**config.mk**
```make
export PLATFORM = sky130hd
export DESIGN_NAME = dq_front
export DESIGN_NICKNAME = d
export VERILOG_FILES = /design/src/hdl/dq_pkg.sv /design/src/hdl/dq_front.sv
export SDC_FILE = /design/constraint.sdc
export NUM_CORES = 1
export LEC_CHECK = 0
export BUFFER_PORTS_ARGS = -buffer_cell sky130_fd_sc_hd__clkbuf_2
export CAP_MARGIN = 20
export CORE_MARGIN = 4
export CORE_UTILIZATION = 49
export CTS_CLUSTER_SIZE = 14
export DETAILED_ROUTE_END_ITERATION = 10
export GPL_TIMING_DRIVEN = 0
export PLACE_DENSITY = 0.87
export SYNTH_ARGS = -nofsm -noshare
export SYNTH_HDL_FRONTEND = slang
export SYNTH_SLANG_ARGS = --single-unit
export TNS_END_PERCENT = 30
```
**constraint.sdc**
```tcl
create_clock -name clock -period 2.3 [get_ports clock]
set_input_delay 0.23 -clock clock [delete_from_list [all_inputs] [get_ports clock]]
set_output_delay 0.23 -clock clock [all_outputs]
set_load 0.005 [all_outputs]
```
**src/hdl/dq_pkg.sv**
```systemverilog
// Shared types and constants for the double-ended queue checker.
`timescale 1ns / 1ps

package dq_pkg;

   localparam int Depth           = 1024;
   localparam int PtrWidth        = $clog2(Depth);
   localparam int CountWidth      = $clog2(Depth + 1);
   localparam int WordWidth       = 32;
   localparam int FillWidth       = 11;
   localparam int QueueDepth      = 2;
   localparam int QueuePtrWidth   = $clog2(QueueDepth);
   localparam int QueueCountWidth = $clog2(QueueDepth + 1);

   localparam logic [WordWidth-1:0] AllOnes = '1;

   typedef enum logic [1:0] {
      CMD_PUSH_FRONT = 2'd0,
      CMD_POP_FRONT  = 2'd1,
      CMD_PUSH_BACK  = 2'd2,
      CMD_POP_BACK   = 2'd3
   } cmd_type;

   typedef enum logic [1:0] {
      OP_NONE  = 2'd0,
      OP_WRITE = 2'd1,
      OP_READ  = 2'd2
   } op_kind_type;

   typedef struct packed {
      cmd_type                cmd;
      logic [WordWidth-1:0]   value;
   } req_type;

   typedef struct packed {
      logic [WordWidth-1:0]   popped_word;
      logic                   was_empty;
      logic                   push_dropped;
      logic                   matched;
      logic                   all_matched;
      logic [FillWidth-1:0]   fill_count;
   } rsp_type;

   typedef struct packed {
      op_kind_type            kind;
      logic                   is_pop;
      logic                   was_empty;
      logic                   push_dropped;
      logic [PtrWidth-1:0]    addr;
      logic [WordWidth-1:0]   value;
      logic [FillWidth-1:0]   fill_count;
   } entry_type;

endpackage

```
**src/hdl/dq_front.sv**
```systemverilog
// Front end: accepts commands, tracks pointers and count, classifies each transaction.
`timescale 1ns / 1ps

module dq_front (
   input  logic              clock,
   input  logic              reset,
   input  logic              accept,
   input  dq_pkg::req_type   req,
   output dq_pkg::entry_type entry
);
   import dq_pkg::*;

   logic [PtrWidth-1:0]   front_ff, front_in;
   logic [PtrWidth-1:0]   back_ff, back_in;
   logic [CountWidth-1:0] count_ff, count_in;
   logic                  full;
   logic                  empty;

   function automatic logic [PtrWidth-1:0] ptr_inc(input logic [PtrWidth-1:0] p);
      return (p == PtrWidth'(Depth - 1)) ? '0 : p + PtrWidth'(1);
   endfunction

   function automatic logic [PtrWidth-1:0] ptr_dec(input logic [PtrWidth-1:0] p);
      return (p == '0) ? PtrWidth'(Depth - 1) : p - PtrWidth'(1);
   endfunction

   assign full  = (count_ff == CountWidth'(Depth));
   assign empty = (count_ff == '0);

   always_comb begin
      front_in           = front_ff;
      back_in            = back_ff;
      count_in           = count_ff;
      entry.kind         = OP_NONE;
      entry.is_pop       = 1'b0;
      entry.was_empty    = 1'b0;
      entry.push_dropped = 1'b0;
      entry.addr         = front_ff;
      entry.value        = req.value;
      case (req.cmd)
         CMD_PUSH_FRONT: begin
            if (full) begin
               entry.push_dropped = 1'b1;
            end else begin
               entry.kind = OP_WRITE;
               entry.addr = front_ff;
               front_in   = ptr_inc(front_ff);
               count_in   = count_ff + CountWidth'(1);
            end
         end
         CMD_PUSH_BACK: begin
            if (full) begin
               entry.push_dropped = 1'b1;
            end else begin
               entry.kind = OP_WRITE;
               back_in    = ptr_dec(back_ff);
               entry.addr = back_in;
               count_in   = count_ff + CountWidth'(1);
            end
         end
         CMD_POP_FRONT: begin
            entry.is_pop = 1'b1;
            if (empty) begin
               entry.was_empty = 1'b1;
            end else begin
               entry.kind = OP_READ;
               front_in   = ptr_dec(front_ff);
               entry.addr = front_in;
               count_in   = count_ff - CountWidth'(1);
            end
         end
         CMD_POP_BACK: begin
            entry.is_pop = 1'b1;
            if (empty) begin
               entry.was_empty = 1'b1;
            end else begin
               entry.kind = OP_READ;
               entry.addr = back_ff;
               back_in    = ptr_inc(back_ff);
               count_in   = count_ff - CountWidth'(1);
            end
         end
         default: begin
            entry.kind = OP_NONE;
         end
      endcase
      entry.fill_count = FillWidth'(count_in);
   end

   always_ff @(posedge clock) begin
      if (reset) begin
         front_ff <= '0;
         back_ff  <= '0;
         count_ff <= '0;
      end else if (accept) begin
         front_ff <= front_in;
         back_ff  <= back_in;
         count_ff <= count_in;
      end
   end

endmodule

```
==> impl_results.md <==
* Leading cell types by total area after synthesis: dfxtp_1, buf_4, a21oi_1, clkbuf_1, nor2_1
* DRT antenna net count at 0
* Cts hold-fix bufs at 0
* Max Fclk at 373 MHz
* WP data arrival at 2.45 ns
* WL/cell at 22.0 um
* Crit path depth at 10
* Final Hold Fails at 0
* Final worst-path cycle share at 1.16
* Port Buffers at 62
* Post-layout min period at 2.68 ns
* Slew headroom at 0.489
* Failing checks: setup timing
* Power Dens Cells at 973 nW/um2
* RSZ-0062 raised after global routing: yes
* Iteration-0 DRC Markers at 938
* Yosys cell types at 70
* Static leakage at 2.10 nW
* DRC Markers at 0
* Critical Path, Cell by Cell: inv_4, ha_4, nor3b_4, buf_6, nand4b_1, buf_4, a41oi_1, a22oi_1, nand3_1, clkbuf_2
* Top delay family on crit path: simple AND/OR/NAND/NOR gates
* Hold EP: count_ff[2]
* #FFs+latches synth at 31
* Worst Tran Pin Value at 0.767 ns
* Final setup skew at 0.0141 ns
* Chip width at 92.9 um
* Synthesized area at 3530 um2
* Path depth of the worst reg2reg path at 11
* R2r setup slk at -0.13 ns
* Hold crit path type: primary input to flop
* Largest net degree at the start of global routing at 12
* Rows at 30
* Reg2reg start: count_ff[0]
* Pre-CTS setup slack at -0.717 ns
* Initial antenna violation count at 0
* Detail Placement HPWL at 8.99 mm
* Setup violators final at 35
* Final core occ at 0.721
* Share of cells above drive strength 1 at 0.420
* Crit-path max FO at 5
* Via count at 4,947
* Critical Path Source: count_ff[0]
* Setup_tns at -5.79 ns
* Setup CP Type: flop to primary output
* First-pass GRT wire length at 22.1 mm
* Most common cell in the netlist: clkbuf_1
* Max Cap Viol at 0
* Synth top area share at 0.176
* Area grow syn2layout at 41.2%
* Post-synth EDFFs at 0
* Global Route Usage Sum at 0.316
* Warning count from the yosys run at 0
* Average size of a mapped cell at 6.99 um2
* Clock Pin Slew Worst Setup and Hold Paths at 0.09 ns
* Synth cell count leaders: clkbuf_1, nor2_1, buf_4, nand2_1, dfxtp_1
* Critical Path Start Type: flop
* Maximum vdd drop at 0.000398 V
* Grt total ovfl at 0
* Clock Path Buffers at 2
* Slowest-stage cell, CP: dfxtp_4
* Vias in the first global route at 4,415
* Nets at 654
* Clock root buffer master: clkbuf_8
* Post-placement cell area at 3970 um2
* Post-Syn Instances at 505
* Die area at 8620 um2
* Gpl congestion at 1.03
* Fraction of registers with async set/reset at 0
* Post-synthesis sequential area ratio at 0.176
* Syn Nets at 548
* Post-synth top area cell: dfxtp_1
* Clk_lat worst skew at 0.31 ns
* CTS tree: built
* Core Area at 6910 um2
* Initial cell density of the core at 0.511
* CP bufs+invs at 4
* RR Endpoint: back_ff[1]
* ANT cells at 0
* Total CTS buffers at 5
* Dominant synthesized flop cell: dfxtp_1
* Max stage delay on crit path at 0.36 ns
* I/O Pins at 95
* Final worst slack at -0.379 ns
* Status: finished with violations
* DRT Wirelength at 15.6 mm
* Routed vias/inst at 6.99
* First-pass DRT Iterations at 7
* Req. time, crit path at 2.07 ns
* Hold wc startpoint: reset
* Design area at 4980 um2
* # H-tree levels at 2
* Die height at 92.9 um
* Max-slew violations at 0
* Hold Path Depth at 3
* CP Capture Type: primary output
* Sink Count at 31
==> tightest hold or removal path: stages <==
cell and delay (ns):
clkbuf_2 0.10, nor2b_1 0.13, mux2_4 0.15
==> sequential cells by signal (all words and copies together) (netlist names) <==
| signal | cells |
|---|---|
| front_ff | 10 |
| count_ff | 11 |
| back_ff | 10 |
==> per-stage QoR <==
stage,hold slack [ns],power (mW),cells
6_report,0.322,4.85,708
5_1_grt,0.324,5.01,708
4_1_cts,0.273,4.22,692
3_5_place_dp,0.570,2.84,663
3_3_place_gp,0.550,2.81,663
2_1_floorplan,0.447,2.22,505
==> power by group <==
group | leakage [nW] | internal, mW | switching, mW
Clock | 0.0612 | 0.351 | 0.261
Combinational | 1.78 | 1.63 | 1.87
Sequential | 0.259 | 0.618 | 0.115
==> timing repair <==
action                     4_1_cts  5_1_grt
gates resized for setup        101       58
gates cloned                     3        0
pin swaps                       20       22
buffers inserted                27       17
setup endpoints to repair       46       39
==> logic make-up after synthesis <==
group / Yosys count / synth area share
adders and majority gates: 6 / 0.0213
xor gates and xnor gates: 18 / 0.0447
buffers and inverters: 104 / 0.152
muxes: 7 / 0.0216
and+or+nand+nor: 191 / 0.291
AOI/OAI and AO/OA: 148 / 0.294
DFF: 31 / 0.176
==> layer usage <==
| metal | track usage | part of all wire |
|---|---|---|
| met4 | 0.154 | 0.062 |
| met5 | 0 | 0 |
| met3 | 0.0617 | 0.14 |
| met1 | 0.394 | 0.35 |
| met2 | 0.517 | 0.45 |
==> worst max path at each step <==
| stage | end |
|---|---|
| 3_3_place_gp | entry[50] |
| 5_1_grt | entry[44] |
| 3_5_place_dp | entry[52] |
| 6_report | entry[50] |
| 2_1_floorplan | entry[43] |
| 4_1_cts | entry[48] |
==> final cells by class <==
| class | instances | area [um2] |
|---|---|---|
| Multi-Input combinational cell | 370 | 2830 |
| Fill cell | 519 | 1920 |
| Timing Repair Buffer | 109 | 689 |
| Sequential cell | 31 | 648 |
| Buffer | 75 | 497 |
| Tap cell | 96 | 120 |
| Clock buffer | 6 | 82.6 |
| Inverter | 19 | 81.3 |
| Clock inverter | 2 | 35.0 |
==> cell usage in the layout, fill, tap and decap left out, types with 13 or more instances in the layout <==
master,instances
inv_1,13
clkbuf_1,22
nor2_1,36
nor3_1,14
clkbuf_2,61
dfxtp_1,21
o21ai_1,16
and3_1,14
a21oi_1,27
nand3_1,19
buf_4,74
nand2_1,31
Power figures use the tool's default switching activity.
